<file path="config.mk">
export PLATFORM = sky130hd
export DESIGN_NAME = spre_interp
export DESIGN_NICKNAME = d
export VERILOG_FILES = /design/src/rtl/core/spre_pkg.sv /design/src/rtl/core/spre_interp.sv
export SDC_FILE = /design/constraint.sdc
export NUM_CORES = 1
export LEC_CHECK = 0
export BUFFER_PORTS_ARGS = -buffer_cell sky130_fd_sc_hd__buf_2
export CELL_PAD_IN_SITES_DETAIL_PLACEMENT = 1
export CELL_PAD_IN_SITES_GLOBAL_PLACEMENT = 1
export CORE_MARGIN = 2
export CORE_UTILIZATION = 29
export CTS_CLUSTER_DIAMETER = 30
export DETAILED_ROUTE_END_ITERATION = 8
export MAX_ROUTING_LAYER = met4
export PLACE_DENSITY_LB_ADDON = 0.1
export SYNTH_ARGS = -nofsm -noshare
export SYNTH_HDL_FRONTEND = slang
export SYNTH_SLANG_ARGS = --single-unit
</file>
<file path="constraint.sdc">
create_clock -name clk -period 12.6 [get_ports clk]
set_input_delay 2.52 -clock clk [delete_from_list [all_inputs] [get_ports clk]]
set_output_delay 2.52 -clock clk [all_outputs]
set_load 0.03 [all_outputs]
</file>
<file path="src/rtl/core/spre_pkg.sv">
package spre_pkg;

    localparam int MAX_ANGLE   = 90;
    localparam int RATE_LEVELS = 8;
    localparam int TAB_TO_STEPS = 23;

    localparam int ANG_W  = 7;
    localparam int TAB_W  = 10;
    localparam int Q8_W   = 15;
    localparam int PH_W   = 2;
    localparam int LVL_W  = 3;
    localparam int RATE_W = 11;
    localparam int STEP_W = 15;
    localparam int TIME_W = 24;
    localparam int EL_W   = 25;
    localparam int PROD_W = 26;
    localparam int DEN_W  = 16;

    // pipelined divider widths, used by both dividers; the fraction divisor reaches 14 * 23 * 1666
    localparam int DIV_NW = 28;
    localparam int DIV_DW = 20;
    localparam int DIV_QW = 10;

    // configuration port
    localparam int CFG_AW = 3;
    localparam int CFG_DW = 24;

    localparam logic [CFG_AW-1:0] REG_SETUP_UP    = 3'd0;
    localparam logic [CFG_AW-1:0] REG_SETUP_DOWN  = 3'd1;
    localparam logic [CFG_AW-1:0] REG_SETTLE_UP   = 3'd2;
    localparam logic [CFG_AW-1:0] REG_SETTLE_DOWN = 3'd3;
    localparam logic [CFG_AW-1:0] REG_CALIB       = 3'd4;

    localparam logic [PH_W-1:0] PH_ARRIVED = 2'd0;
    localparam logic [PH_W-1:0] PH_SETUP   = 2'd1;
    localparam logic [PH_W-1:0] PH_MOVING  = 2'd2;
    localparam logic [PH_W-1:0] PH_UNKNOWN = 2'd3;

    localparam logic [Q8_W-1:0]  FULL_Q8 = 15'd23040;
    localparam logic [TAB_W-1:0] TAB_END = 10'd907;

    // ramp time of the full span (11578582 us) and full span at top rate (9637782 us)
    localparam logic [TIME_W-1:0] LIM_KNOWN_BASE = 24'd11578582;
    localparam logic [TIME_W-1:0] LIM_UNK_BASE   = 24'd9637782;

    // per-step time of each rate level, us
    localparam logic [RATE_W-1:0] RATE_US [RATE_LEVELS] =
        '{11'd1666, 11'd1348, 11'd1029, 11'd709, 11'd629, 11'd549, 11'd509, 11'd462};
    // steps taken before level k while accelerating
    localparam logic [RATE_W-1:0] LSUM [RATE_LEVELS] =
        '{11'd0, 11'd400, 11'd700, 11'd900, 11'd1100, 11'd1300, 11'd1500, 11'd1700};
    // time spent before level k while accelerating, us
    localparam logic [20:0] ASUM [RATE_LEVELS] =
        '{21'd0, 21'd666400, 21'd1070800, 21'd1276600,
          21'd1418400, 21'd1544200, 21'd1654000, 21'd1755800};

    localparam logic [TAB_W-1:0] ANG_TAB [MAX_ANGLE+1] = '{
        10'd0,   10'd7,   10'd14,  10'd21,  10'd28,  10'd35,  10'd42,  10'd49,  10'd56,  10'd64,
        10'd71,  10'd78,  10'd86,  10'd93,  10'd101, 10'd109, 10'd116, 10'd125, 10'd134, 10'd141,
        10'd150, 10'd156, 10'd165, 10'd174, 10'd183, 10'd192, 10'd201, 10'd210, 10'd218, 10'd229,
        10'd239, 10'd248, 10'd254, 10'd267, 10'd277, 10'd287, 10'd296, 10'd306, 10'd316, 10'd326,
        10'd336, 10'd344, 10'd356, 10'd367, 10'd377, 10'd388, 10'd398, 10'd409, 10'd417, 10'd431,
        10'd440, 10'd453, 10'd463, 10'd474, 10'd487, 10'd498, 10'd509, 10'd519, 10'd531, 10'd541,
        10'd554, 10'd565, 10'd576, 10'd588, 10'd599, 10'd612, 10'd622, 10'd635, 10'd647, 10'd658,
        10'd670, 10'd681, 10'd694, 10'd706, 10'd719, 10'd730, 10'd743, 10'd754, 10'd766, 10'd779,
        10'd791, 10'd801, 10'd812, 10'd825, 10'd838, 10'd850, 10'd860, 10'd873, 10'd884, 10'd896,
        10'd907
    };

    typedef struct packed {
        logic [19:0] setup_up_us;
        logic [19:0] setup_down_us;
        logic [19:0] settle_up_us;
        logic [19:0] settle_down_us;
        logic [23:0] calib_latency_us;
    } spre_cfg_t;

    typedef struct packed {
        logic             start_known;
        logic [ANG_W-1:0] start_angle;
        logic             dest_known;
        logic [ANG_W-1:0] dest_angle;
        logic [31:0]      elapsed_us;
    } spre_in_t;

    typedef struct packed {
        logic            known;
        logic [Q8_W-1:0] q8;
        logic [PH_W-1:0] phase;
    } spre_res_t;

    // sideband that rides along the divider stages
    typedef struct packed {
        spre_res_t        res;
        logic             moving;
        logic [DEN_W-1:0] den;
        logic [ANG_W-1:0] idx;
        logic             full;
    } spre_side_t;

    function automatic logic [TAB_W-1:0] tab_lookup(input logic [ANG_W-1:0] idx);
        logic [TAB_W-1:0] v;
        v = '0;
        if (idx <= ANG_W'(MAX_ANGLE))
        begin
            v = ANG_TAB[idx];
        end
        return v;
    endfunction

endpackage

</file>
<file path="src/rtl/core/spre_interp.sv">
module spre_interp (
    input  logic                        clk,
    input  logic                        rst_n,
    input  logic                        en,
    input  logic                        in_valid,
    input  logic [spre_pkg::DIV_QW-1:0] quo,
    input  logic [spre_pkg::DIV_NW-1:0] rem,
    input  spre_pkg::spre_side_t        in_side,
    output logic                        out_valid,
    output logic [spre_pkg::DIV_NW-1:0] num,
    output logic [spre_pkg::DIV_DW-1:0] gap,
    output spre_pkg::spre_side_t        out_side
);
    import spre_pkg::*;

    logic             v1_reg, v2_reg;
    logic [TAB_W-1:0] f1_reg;
    logic [DEN_W-1:0] r1_reg;
    spre_side_t       side1_reg, side2_reg, side1_next;
    logic [DIV_NW-1:0] num_reg, num_next;
    logic [DIV_DW-1:0] gap_reg, gap_next;

    logic [ANG_W-1:0]  cnt;
    logic [TAB_W-1:0]  lo, hi;
    logic [3:0]        g, fd;
    logic [DIV_DW-1:0] part;

    // whole table segment holding the integer position
    always_comb
    begin
        cnt = '0;
        for (int k = 1; k < MAX_ANGLE; k++)
        begin
            if (ANG_TAB[k] <= quo)
            begin
                cnt = cnt + ANG_W'(1);
            end
        end
        side1_next      = in_side;
        side1_next.idx  = cnt;
        side1_next.full = quo >= TAB_END;
    end

    // fraction inside the segment, to be divided by the segment length
    always_comb
    begin
        lo       = ANG_TAB[side1_reg.idx];
        hi       = ANG_TAB[side1_reg.idx + ANG_W'(1)];
        g        = 4'(hi - lo);
        fd       = 4'(f1_reg - lo);
        part     = DIV_DW'(fd) * DIV_DW'(side1_reg.den) + DIV_DW'(r1_reg);
        num_next = DIV_NW'({part, 8'b0});
        gap_next = DIV_DW'(g) * DIV_DW'(side1_reg.den);
    end

    always_ff @(posedge clk or negedge rst_n)
    begin
        if (!rst_n)
        begin
            v1_reg <= 1'b0;
            v2_reg <= 1'b0;
        end
        else if (en)
        begin
            v1_reg <= in_valid;
            v2_reg <= v1_reg;
        end
    end

    always_ff @(posedge clk)
    begin
        if (en)
        begin
            f1_reg    <= quo;
            r1_reg    <= rem[DEN_W-1:0];
            side1_reg <= side1_next;
            num_reg   <= num_next;
            gap_reg   <= gap_next;
            side2_reg <= side1_reg;
        end
    end

    assign out_valid = v2_reg;
    assign num       = num_reg;
    assign gap       = gap_reg;
    assign out_side  = side2_reg;

endmodule

</file>
Word level (Yosys, flattened, before mapping)
Memories as Yosys holds them, arrays and structs flattened.
Index checks and enable logic that the tools add are counted.
- add/subtract/negate cells: 92
- multipliers: 2
- magnitude comparators: 92
- multiplexer cells: 93
- bitwise gates (word level): 2
- operator list (operator ; number):
    adder 7 x 1 -> 7 bit, second input constant ; 89
    2-to-1 mux 7 bit ; 88
    less-or-equal comparator 10 bit, first input constant ; 33
    less-or-equal comparator 9 x 10 -> 1 bit, first input constant ; 24
    less-or-equal comparator 8 x 10 -> 1 bit, first input constant ; 15
    less-or-equal comparator 7 x 10 -> 1 bit, first input constant ; 9
    less-or-equal comparator 6 x 10 -> 1 bit, first input constant ; 4
    multiplier 4 x 16 -> 20 bit ; 2
    adder 20 x 16 -> 20 bit ; 1
    less-or-equal comparator 5 x 10 -> 1 bit, first input constant ; 2
    >= comparator 8 bit, second input constant ; 2
    2-to-1 mux 4 bit ; 4
    inverter 7 -> 8 bit ; 2
    >= comparator 10 bit, second input constant ; 1
    less-or-equal comparator 3 x 10 -> 1 bit, first input constant ; 1
    less-or-equal comparator 4 x 10 -> 1 bit, first input constant ; 1
    subtractor 4 bit ; 2
    2-to-1 mux 1 bit ; 1
- flip-flop bits (word level): 148
- ROM bits: 2560
- logic and storage cells: 303
- memories kept: 2
- memory list (name ; depth ; width ; read ports ; clocked after memory_dff ; wr ports ; RTL line ; text):
    (name not given) ; 128 ; 10 ; 1 ; 0 ; 0 ; spre_interp.sv:48 ; hi = ANG_TAB[side1_reg.idx + ANG_W'(1)];
    (name not given) ; 128 ; 10 ; 1 ; 0 ; 0 ; spre_interp.sv:47 ; lo = ANG_TAB[side1_reg.idx];

Longest topological paths before layout
Gate-level depths: netlist (run 1).
- word-level depth: 178
- gate-level depth with buffers: 290
- depth with buffers taken out: 288

Least setup slack after synthesis (run 1)
No wires, ideal clock.
- kind: input port to flip-flop
- from: input quo[3] (netlist bit)
- to: register side1_reg[7] (netlist bit), data pin
- data arrival time: 54.319 ns
- setup slack: -41.976 ns
- cell stages on the path: 287
- path buffers: 4
- cells stage by stage: buf_2 -> buf_4 -> buf_6 -> nor2_1 -> nand3_1 -> nor2_1 -> ha_1 -> clkbuf_1 -> xor2_1 -> ha_1 -> a2111oi_0 -> o31a_1 -> nor2_1 -> ha_1 -> inv_1 -> a32oi_1 -> and2_1 -> ha_1 -> [... 251 more ...] -> nand2_1 -> o31ai_1 -> ha_1 -> mux2_2 -> ha_1 -> mux2i_1 -> inv_1 -> ha_1 -> nand2_1 -> a21oi_1 -> a21oi_1 -> o21ai_0 -> maj3_1 -> a22oi_1 -> nand2_1 -> o221a_2 -> xnor3_1 -> xnor2_1
- longest elaborated chain between the ends: 178
- elaborated cells on any way between the ends: 266
- ends and longest elaborated chain (what ; RTL line ; text):
    start: declaration ; spre_interp.sv:6 ; input logic [spre_pkg::DIV_QW-1:0] quo,
    less-or-equal comparator 3 x 10 -> 1 bit ; spre_interp.sv:34 ; if (ANG_TAB[k] <= quo)
    2-to-1 mux 1 bit ; spre_interp.sv:34 ;
    adder 7 x 1 -> 7 bit ; spre_interp.sv:36 ; cnt = cnt + ANG_W'(1);
    2-to-1 mux 7 bit ; spre_interp.sv:34 ;
    adder 7 x 1 -> 7 bit ; spre_interp.sv:36 ;
    2-to-1 mux 7 bit ; spre_interp.sv:34 ;
    adder 7 x 1 -> 7 bit ; spre_interp.sv:36 ;
    2-to-1 mux 7 bit ; spre_interp.sv:34 ;
    [... 163 more ...] ; -- ;
    2-to-1 mux 7 bit ; spre_interp.sv:34 ;
    adder 7 x 1 -> 7 bit ; spre_interp.sv:36 ;
    2-to-1 mux 7 bit ; spre_interp.sv:34 ;
    adder 7 x 1 -> 7 bit ; spre_interp.sv:36 ;
    2-to-1 mux 7 bit ; spre_interp.sv:34 ;
    adder 7 x 1 -> 7 bit ; spre_interp.sv:36 ;
    2-to-1 mux 7 bit (*) ; spre_interp.sv:34 ;
    via cnt[6] ; spre_interp.sv:23 ; logic [ANG_W-1:0] cnt;
    end signal: assignment ; spre_interp.sv:76 ; side1_reg <= side1_next;
    end: declaration ; spre_interp.sv:19 ; spre_side_t side1_reg, side2_reg, side1_next;
Mark *: on every way through the listed nets, which the timed path passes. The rest lies on a longest branch.
A chain may end at the register's enable or synchronous reset.

Worst setup path in the final report (run 1)
- from: input quo[6] (netlist bit)
- to: register side1_reg[7] (netlist bit), data pin
The elaborated chain is that of the path after synthesis.

==> reports/qor.yml, run 1 <==
setup_path:
  required_ps: 12810
  cpMostUsedCell: "ha_4"
  cp_slowest_stage_delay_ps: 560
  cp_max_fo: 4
  reg2reg_slack_ps: 2750
  cpMaxStageDelayCell: "or4_4"
  end_kind: "flip-flop"
  start_kind: "input port"
  crit_type: "in -> reg"
  worstPathArrival_ps: 50350
timing:
  worst_slew_pin_slew_ps: 1060
  fin_ws_ps: -37530
  fin_skew_ps: 16.0
  hold_viol: 0
  slew_headroom: 0.286
  fin_crit_sh: 3.98
  fin_crit_ps: 50130
  rsz0062_at_grt: "yes"
  drv_slew: 0
  max_freq_mhz: 19.9
  setup_violations: 6
grt:
  grt_usage: 0.222
  grt-ovfl-total: 0
  grt_pass1_wl_microns: 165000
  grt_pass1_vias: 30800
  grt_antenna_before_repair: 3
  grt_max_degree: 78
clock_network:
  worstSkewPairLatency_ps: 460
  cts_tree: "done"
  clockRootBuffer: "clkbuf_16"
  clock_path_buffers: 2
  cts_sinks: 148
  cts_buffers: 17
  h-tree-depth: 4
  clkTransAtPathRegs_ps: 70
synthesis:
  ys_ff_latch: 148
  synth_top_area_frac: 0.165
  synthFlopType: "edfxtp_1"
  synth_area_leader_cell: "edfxtp_1"
  synth_cells: 3161
  synth_cell_types: 124
  synth_edf_count: 146
  async_flop_share: 0.0135
  syn_area_sq_mm: 0.0266
  seq_area_frac_synth: 0.167
  synthTopCellsByArea: "edfxtp_1, xnor2_1, ha_1"
  syn_avg_cell_area_sq_um: 8.40
  yosysWarnings: 0
final_layout:
  seqCellArea_sq_mm: 0.00443
  area_growth_pct: 48.7
  final_cell_mix: "buf_4, nand2_1, xnor2_1, nor2_1, a21oi_1"
  nNetsFinal: 4727
  drive_gt1_frac: 0.392
  multi_input_area_sq_mm: 0.0225
  nFillCells: 10800
  fin_cells: 5606
  final_common_cell: "buf_4"
  diodes: 0
route:
  drtIter0Drc: 1164
  vias: 28600
  ant_nets: 0
  drc_errors: 0
  totalWireLength_microns: 105000
  vias_per_cell: 5.10
  wl_per_cell_microns: 18.7
  dr.pass1.iters: 5
placed_design:
  placedCellCount: 5486
  port_buffers: 148
  gp_congestion: 0.903
  place_hpwl_microns: 85800
floorplan:
  fp.dieW_microns: 307
  start_util: 0.294
  dieArea_sq_mm: 0.0940
  rows: 110
  die_h_microns: 307
  top_level_ports: 177
  core_sq_mm: 0.0904
job:
  cap_violations: 0
status:
  status: "complete, but fails checks"
  violations: "negative setup slack"
worst_hold_path:
  min_path_type: "reg -> reg"
metrics by stage:
step           worst slack (ps)  hold WS (ps)  TNS, ps  area [sq um]   util
2_1_floorplan            -37070           400  -219340         27200      -
3_3_place_gp             -36670           403  -217520         37300  0.412
3_5_place_dp             -39130           406  -232140         37300  0.412
4_1_cts                  -37750           413  -224270         38300  0.423
5_1_grt                  -39730           414  -235630         39500  0.437
6_report                 -37530           411  -222460         39500  0.437
worst max-delay path: cells and delay by family:
family | cells | cell delay [ps]
xor+xnor | 2 | 490
fa+ha+maj | 86 | 22820
compound gates | 74 | 10560
simple gates | 93 | 9040
buf+inv | 14 | 870
mux | 17 | 3890
layer usage:
layer | global-route usage | wire length (microns) | vias up
met5 | - | 0 | -
met1 | 0.270 | 46000 | 14200
met3 | 0.0127 | 2020 | 88
li1 | - | - | 13900
met4 | 0.0442 | 1720 | 0
met2 | 0.407 | 55000 | 386
cell type report:
class                   instances  area share
inverters                     175      0.0166
multi-input cells            2718       0.569
clock inverters                13     0.00276
flip-flops and latches        148       0.112
clock buffers                  18      0.0109
well taps                    1176      0.0373
repair buffers               1358       0.251
final timing paths:
kind                                         startpoint                endpoint  depth (start not counted)
worst min-delay path            side1_reg[24]$_DFFE_PP_  out_side[24]$_DFFE_PP_                          0
max in group asynchronous                         rst_n   out_valid$_DFFE_PN0P_                          1
worst max register to register   side1_reg[3]$_DFFE_PP_       gap[19]$_DFFE_PP_                         36
worst min register to register  side1_reg[24]$_DFFE_PP_  out_side[24]$_DFFE_PP_                          0
min in group asynchronous                         rst_n   out_valid$_DFFE_PN0P_                          1
worst max-delay path                             quo[6]  side1_reg[7]$_DFFE_PP_                        286
cell families (layout without fill, tap and decap cells):
| family | count (synthesis) | in the layout | share of synthesized area |
|---|---|---|---|
| AND/OR/NAND/NOR | 1070 | 1070 | 0.200 |
| XOR/XNOR | 524 | 524 | 0.227 |
| adder cells (fa/ha/maj) | 227 | 227 | 0.127 |
| AO/OA/AOI/OAI | 821 | 821 | 0.205 |
| buffers and inverters | 302 | 1564 | 0.0461 |
| multiplexers | 68 | 68 | 0.0284 |
| flip-flops | 148 | 148 | 0.167 |
| other | 1 | 8 | 0.000141 |
synthesized netlist by cell type (all sizes together), types with 9 or more instances:
cell type and n:
nand2 353, xnor2 298, nor2 230, a21oi 209, o21ai 191, inv 172, ha 151, xor2 148
edfxtp 146, clkbuf 90, nand3 82, fa 73, and2 69, nor2b 67, xnor3 65, a31oi 46
nor3 46, mux2i 40, nand2b 38, nand4 38, buf 37, o21bai 36, and3 35, a211oi 33
a21o 31, o211ai 26, mux2 25, o22ai 25, or2 20, o31ai 17, o21a 16, a21boi 15
nand3b 14, a22oi 13, nor4 13, xor3 13, nor3b 12, a311oi 10, a32oi 10, nand4b 10
or3 10, a211o 9, o32ai 9
what timing repair did:
| action | in CTS | in global routing |
|---|---|---|
| buffers inserted | 36 | 54 |
| cloned | 0 | 0 |
| resized for setup | 32 | 150 |
| pin swaps | 25 | 100 |
| endpoints found under the setup margin | 6 | 6 |
| hold buffers | 0 | 0 |
Power of run 1 is not shown: default switching activity piles up to over one toggle a cycle in this logic, so the estimate is an artifact.
==> run 2: changes to the inputs <==
- CORE_UTILIZATION: 29 -> 49
==> run 2 against run 1 <==
  * The flow now stops in 4_1_cts
  * Synthesized area stayed put
  * Synthesized cell count unchanged
==> reports/qor.yml, run 2 <==
status:
  status: "stopped before the end"
  stop_error: "[ERROR DPL-0033] detailed placement checks failed during check placement."
  haltStage: "4_1_cts"
synthesis:
  synth_area_leader_cell: "edfxtp_1"
  synth_top_area_frac: 0.165
  synth_cells: 3161
  synthFlopType: "edfxtp_1"
  synth.area.mux_share: 0.0284
  syn_area_sq_mm: 0.0266
  synth-xor-area-share: 0.227
  ys_ff_latch: 148
  synth_adder_area_share: 0.127
  async_flop_share: 0.0135
  synth_edf_count: 146
  synthTopCellsByCount: "nand2_1, xnor2_1, nor2_1, a21oi_1, o21ai_0"
  synthTopCellsByArea: "edfxtp_1, xnor2_1, ha_1"
  yosysWarnings: 0
  syn_avg_cell_area_sq_um: 8.40
  synth_cell_types: 124
  synthMostInstantiatedCell: "nand2_1"
  seq_area_frac_synth: 0.167
  synth_simple_gate_area_frac: 0.200
  synth_top_family_by_area: "XOR/XNOR gates"
  synth_compound_area_frac: 0.205
placed_design:
  port_buffers: 148
  place_hpwl_microns: 105000
  gp_congestion: 0.971
clock_network:
  post_cts_buffers: 83
  clockRootBuffer: "clkbuf_16"
  cts_buffers: 17
  cts_resized: 139
  h-tree-depth: 4
  hold_buffers: 0
  clock_path_buffers: 2
  cts_sinks: 148
floorplan:
  start_util: 0.494
  rows: 85
  die_h_microns: 237
  top_level_ports: 177
  fp.dieW_microns: 237
==> run 2: cell counts after synthesis <==
Identical to the previous run, type by type.
==> run 2: metrics by stage <==
| step | cell area (sq um) | instances | hold slack (ps) | TNS (ps) | setup slack, ps |
|---|---|---|---|---|---|
| floorplan | 27200 | 3168 | 400 | -219340 | -37070 |
| global placement | 36500 | 4984 | 401 | -215220 | -36290 |
| detailed placement | 36500 | 4984 | 406 | -244440 | -41200 |
==> run 2: kinds of logic after synthesis <==
group | Yosys count
AO/OA/AOI/OAI | 821
multiplexers | 68
flip-flops | 148
XOR/XNOR | 524
other | 1
adder cells (fa/ha/maj) | 227
buffers and inverters | 302
AND/OR/NAND/NOR | 1070
==> run 3: changes to the inputs <==
- CELL_PAD_IN_SITES_DETAIL_PLACEMENT: 1 -> unset
- CELL_PAD_IN_SITES_GLOBAL_PLACEMENT: 1 -> unset
- CORE_UTILIZATION: 49 -> 34
- CTS_CLUSTER_DIAMETER: 30 -> unset
- MAX_ROUTING_LAYER: met4 -> unset
- PLACE_DENSITY_LB_ADDON: 0.1 -> 0.15
==> run 3 against run 2 <==
  * The flow now finishes, with violations (negative setup slack)
==> reports/qor.yml, run 3 (synthesis results as in run 1) <==
status:
  status: "complete, but fails checks"
  violations: "negative setup slack"
grt:
  grt_max_degree: 91
  grt_usage: 0.210
  grt_pass1_wl_microns: 139000
  grt-ovfl-total: 0
  grt_antenna_before_repair: 1
  grt_pass1_vias: 26600
timing:
  setup_violations: 6
  drv_slew: 0
  fin_crit_ps: 49770
  rsz0062_at_grt: "yes"
  fin_ws_ps: -37170
  slew_headroom: 0.319
  hold_viol: 0
  holdWs_ps: 420
  fin_skew_ps: 17.6
  worst_slew_pin_slew_ps: 1010
  max_freq_mhz: 20.1
  fin_crit_sh: 3.95
worst_hold_path:
  holdPathStages: 0
  hold_end: "out_side[38]$_DFFE_PP_"
  min_from: "side1_reg[38]$_DFFE_PP_"
  min_path_type: "reg -> reg"
route:
  drtIter0Drc: 1539
  dr.pass1.iters: 6
  totalWireLength_microns: 86900
  drc_errors: 0
  vias_per_cell: 5.03
  vias: 27300
  wl_per_cell_microns: 16.0
  ant_nets: 0
setup_path:
  cp_max_fo: 4
  worstPathArrival_ps: 49980
  required_ps: 12810
  reg2reg_slack_ps: 3150
  cpMaxStageDelayCell: "or4_4"
  start_kind: "input port"
  reg2reg_depth: 38
  crit_type: "in -> reg"
  regToRegEndpoint: "gap[19]$_DFFE_PP_"
  cp_slowest_stage_delay_ps: 550
  end_kind: "flip-flop"
  r2r-start: "side1_reg[3]$_DFFE_PP_"
  cpMostUsedCell: "ha_1"
clock_network:
  clockRootBuffer: "clkbuf_16"
  cts_tree: "done"
  cts_buffers: 17
  clock_path_buffers: 2
  h-tree-depth: 4
  clkTransAtPathRegs_ps: 70
  worstSkewPairLatency_ps: 450
  cts_sinks: 148
placed_design:
  dp_slack_ps: -37500
  gp_congestion: 0.881
  place_hpwl_microns: 70200
  port_buffers: 148
  placedCellCount: 5329
floorplan:
  top_level_ports: 177
  dieArea_sq_mm: 0.0804
  core_sq_mm: 0.0773
  fp.dieW_microns: 283
  rows: 102
  die_h_microns: 283
  start_util: 0.343
final_layout:
  nNetsFinal: 4690
  final_common_cell: "buf_4"
  drive_gt1_frac: 0.385
  nFillCells: 7488
  final_cell_mix: "buf_4, nand2_1, xnor2_1, nor2_1, a21oi_1"
  postLayoutCoreUtil: 0.505
  fin_cells: 5435
  area_growth_pct: 47.0
job:
  cap_violations: 0
run 3: repair_timing:
| action | in CTS | in global routing |
|---|---|---|
| buffers inserted | 33 | 42 |
| pin swaps | 15 | 159 |
| gates cloned | 0 | 0 |
| endpoints found under the setup margin | 6 | 6 |
| hold buffers | 0 | 0 |
| gates resized for setup | 14 | 152 |
run 3: worst max-delay path, delay by kind of cell:
kind / cells / cell delay [ps]
AND/OR/NAND/NOR: 90 / 8390
buffers and inverters: 13 / 800
multiplexers: 17 / 3900
adder cells (fa/ha/maj): 87 / 23510
AO/OA/AOI/OAI: 75 / 10200
XOR/XNOR: 3 / 660
run 3: per-layer routing:
layer | track usage | routed length [microns]
met4 | 0.0460 | 1470
met1 | 0.280 | 39700
met2 | 0.371 | 43000
met3 | 0.0138 | 2730
met5 | 0 | 0
run 3: per-stage QoR:
stage / area, sq um / TNS (ps)
after floorplan: 27200 / -219340
after global placement: 36900 / -216570
after detailed placement: 36900 / -222480
after CTS: 37900 / -217370
after global routing: 39000 / -234000
final: 39000 / -220410
run 3: worst max-delay path by stage:
stage	from	end	slack (ps)
after floorplan	quo[8]	side1_reg[7]$_DFFE_PP_	-37070
after global placement	quo[6]	side1_reg[7]$_DFFE_PP_	-36500
after detailed placement	quo[6]	side1_reg[7]$_DFFE_PP_	-37500
after CTS	quo[6]	side1_reg[7]$_DFFE_PP_	-36630
after global routing	quo[9]	side1_reg[7]$_DFFE_PP_	-39460
final	quo[9]	side1_reg[7]$_DFFE_PP_	-37170
run 3: area by class of cell:
cell class                 instances  area (sq um)  area share
antenna                            1          2.50   0.0000641
clock buffer                      17           425      0.0109
clock inverter                    15           189     0.00484
inverter                         175           657      0.0168
multi-input combinational       2718         22400       0.574
sequential                       148          4430       0.114
tap                             1040          1300      0.0333
timing repair buffer            1321          9610       0.246
Power of run 3 is left out for the same reason.
==> run 4: changes to the inputs <==
- CORE_MARGIN: 2 -> 4
- RECOVER_POWER: unset -> 100
==> run 4 against run 3 <==
  * The flow finishes with violations (max-capacitance violations, max-slew violations, negative setup slack)
  * Critical path depth is 2 higher
  * Worst hold slack worse by 5.5 ps
  * Via count is 3.5% higher
  * Sequential share of layout area is 0.060 points lower
  * Sequential cell count stayed put
  * Die area is 2.8% higher
  * Non-clock buffer count is 26 higher
  * Clock-buffer cell count stayed put
  * Clock skew is 2.0 ps higher
==> reports/qor.yml, run 4 (synthesis results as in run 1) <==
status:
  status: "complete, but fails checks"
  violations: "max-capacitance violations, max-slew violations, negative setup slack"
clock_network:
  cts_buffers: 17
  clockRootBuffer: "clkbuf_16"
  clkTransAtPathRegs_ps: 80
  cts_sinks: 148
  h-tree-depth: 4
  cts_tree: "done"
  hold_buffers: 0
  clock_path_buffers: 2
  worstSkewPairLatency_ps: 450
route:
  drtIter0Drc: 1925
  drc_errors: 0
  ant_nets: 0
  dr.pass1.iters: 6
  vias: 28300
  totalWireLength_microns: 92800
  vias_per_cell: 5.18
  wl_per_cell_microns: 17.0
setup_path:
  cpMaxStageDelayCell: "a2111oi_4"
  cp_slowest_stage_delay_ps: 380
  end_kind: "flip-flop"
  start_kind: "input port"
  required_ps: 12810
  crit_type: "in -> reg"
  cpMostUsedCell: "ha_4"
  cp_max_fo: 4
  worstPathArrival_ps: 50210
timing:
  setup_violations: 6
  fin_ws_ps: -37400
  drv_slew: 195
  max_freq_mhz: 20.0
  slew_headroom: -1.76
  worst_slew_pin_slew_ps: 4140
  hold_viol: 0
  fin_crit_sh: 3.97
  rsz0062_at_grt: "yes"
  fin_skew_ps: 19.6
  fin_crit_ps: 50000
  holdWs_ps: 414
final_layout:
  area_growth_pct: 47.8
  drive_gt1_frac: 0.370
  final_common_cell: "buf_4"
  nFillCells: 7289
  final_cell_mix: "buf_4, nand2_1, xnor2_1, nor2_1, a21oi_1"
  nNetsFinal: 4716
floorplan:
  die_h_microns: 287
  top_level_ports: 177
  fp.dieW_microns: 287
  dieArea_sq_mm: 0.0826
  rows: 102
  start_util: 0.343
  core_sq_mm: 0.0775
grt:
  grt_antenna_before_repair: 0
  grt_pass1_vias: 28900
  grt_pass1_wl_microns: 148000
  grt_usage: 0.216
  grt_max_degree: 79
  grt-ovfl-total: 0
worst_hold_path:
  min_path_type: "reg -> reg"
placed_design:
  port_buffers: 148
  gp_congestion: 0.901
  place_hpwl_microns: 74700
job:
  cap_violations: 3
## run 4: cell count changes in the layout (fill, tap and decap cells not counted), moves of 4 or more
cell	before	now
ha_1	108	101
clkbuf_1	0	100
ha_4	43	50
nand2_4	12	20
inv_6	5	1
buf_4	1167	1186
nand2_2	22	16
buf_2	144	53
o21ai_1	22	18
clkinv_8	2	6
inv_2	11	15
inv_1	161	157
## run 4: path summary, 6_finish.rpt
check	from	end	slack [ps]	cells after the start
setup reg to reg	side1_reg[4]$_DFFE_PP_	gap[18]$_DFFE_PP_	1920	33
setup / recovery	quo[9]	side1_reg[7]$_DFFE_PP_	-37400	287
min in group asynchronous	rst_n	v1_reg$_DFFE_PN0P_	1850	1
hold / removal	side1_reg[25]$_DFFE_PP_	out_side[25]$_DFFE_PP_	410	0
max in group asynchronous	rst_n	out_valid$_DFFE_PN0P_	10620	1
hold reg to reg	side1_reg[25]$_DFFE_PP_	out_side[25]$_DFFE_PP_	410	0
## run 4: timing repair
item                       in CTS  in global routing
pin swaps                      44                173
setup buffers                  51                 54
resized for setup              37                161
setup endpoints to repair       6                  6
## run 4: area by class of cell
type | instances | area, sq um | share of cell area
clock inverters | 15 | 189 | 0.00481
inverters | 175 | 657 | 0.0167
flip-flops and latches | 148 | 4430 | 0.113
diodes | 1 | 2.50 | 0.0000638
well taps | 1040 | 1300 | 0.0332
clock buffers | 17 | 425 | 0.0108
multi-input cells | 2718 | 22600 | 0.576
repair buffers | 1347 | 9630 | 0.246
## run 4: stage by stage
step                      worst slack (ps)  area (sq um)  TNS [ps]   util  instances
after floorplan                     -37070         27200   -219340      -       3168
after CTS                           -36880         38100   -218990  0.492       5408
after global routing                -39500         39200   -234540  0.507       5460
final                               -37400         39200   -221990  0.507       5461
after detailed placement            -38280         36900   -226960  0.476       5325
after global placement              -36410         36900   -216020  0.476       5325
## run 4: per-layer routing
layer,global-route usage,part of all wire,vias up
met5,0,0,-
met4,0.0489,0.022,0
met3,0.0170,0.038,110
met2,0.399,0.51,637
met1,0.274,0.43,13600
li1,-,-,13900
## run 4: worst max-delay path, delay by kind of cell
kind | cells | cell delay [ps]
buffers and inverters | 16 | 1210
xor gates and xnor gates | 3 | 710
adders and majority gates | 85 | 22680
AOI/OAI and AO/OA | 75 | 10270
and+or+nand+nor | 91 | 8640
muxes | 17 | 4040
Power of run 4 is left out for the same reason.
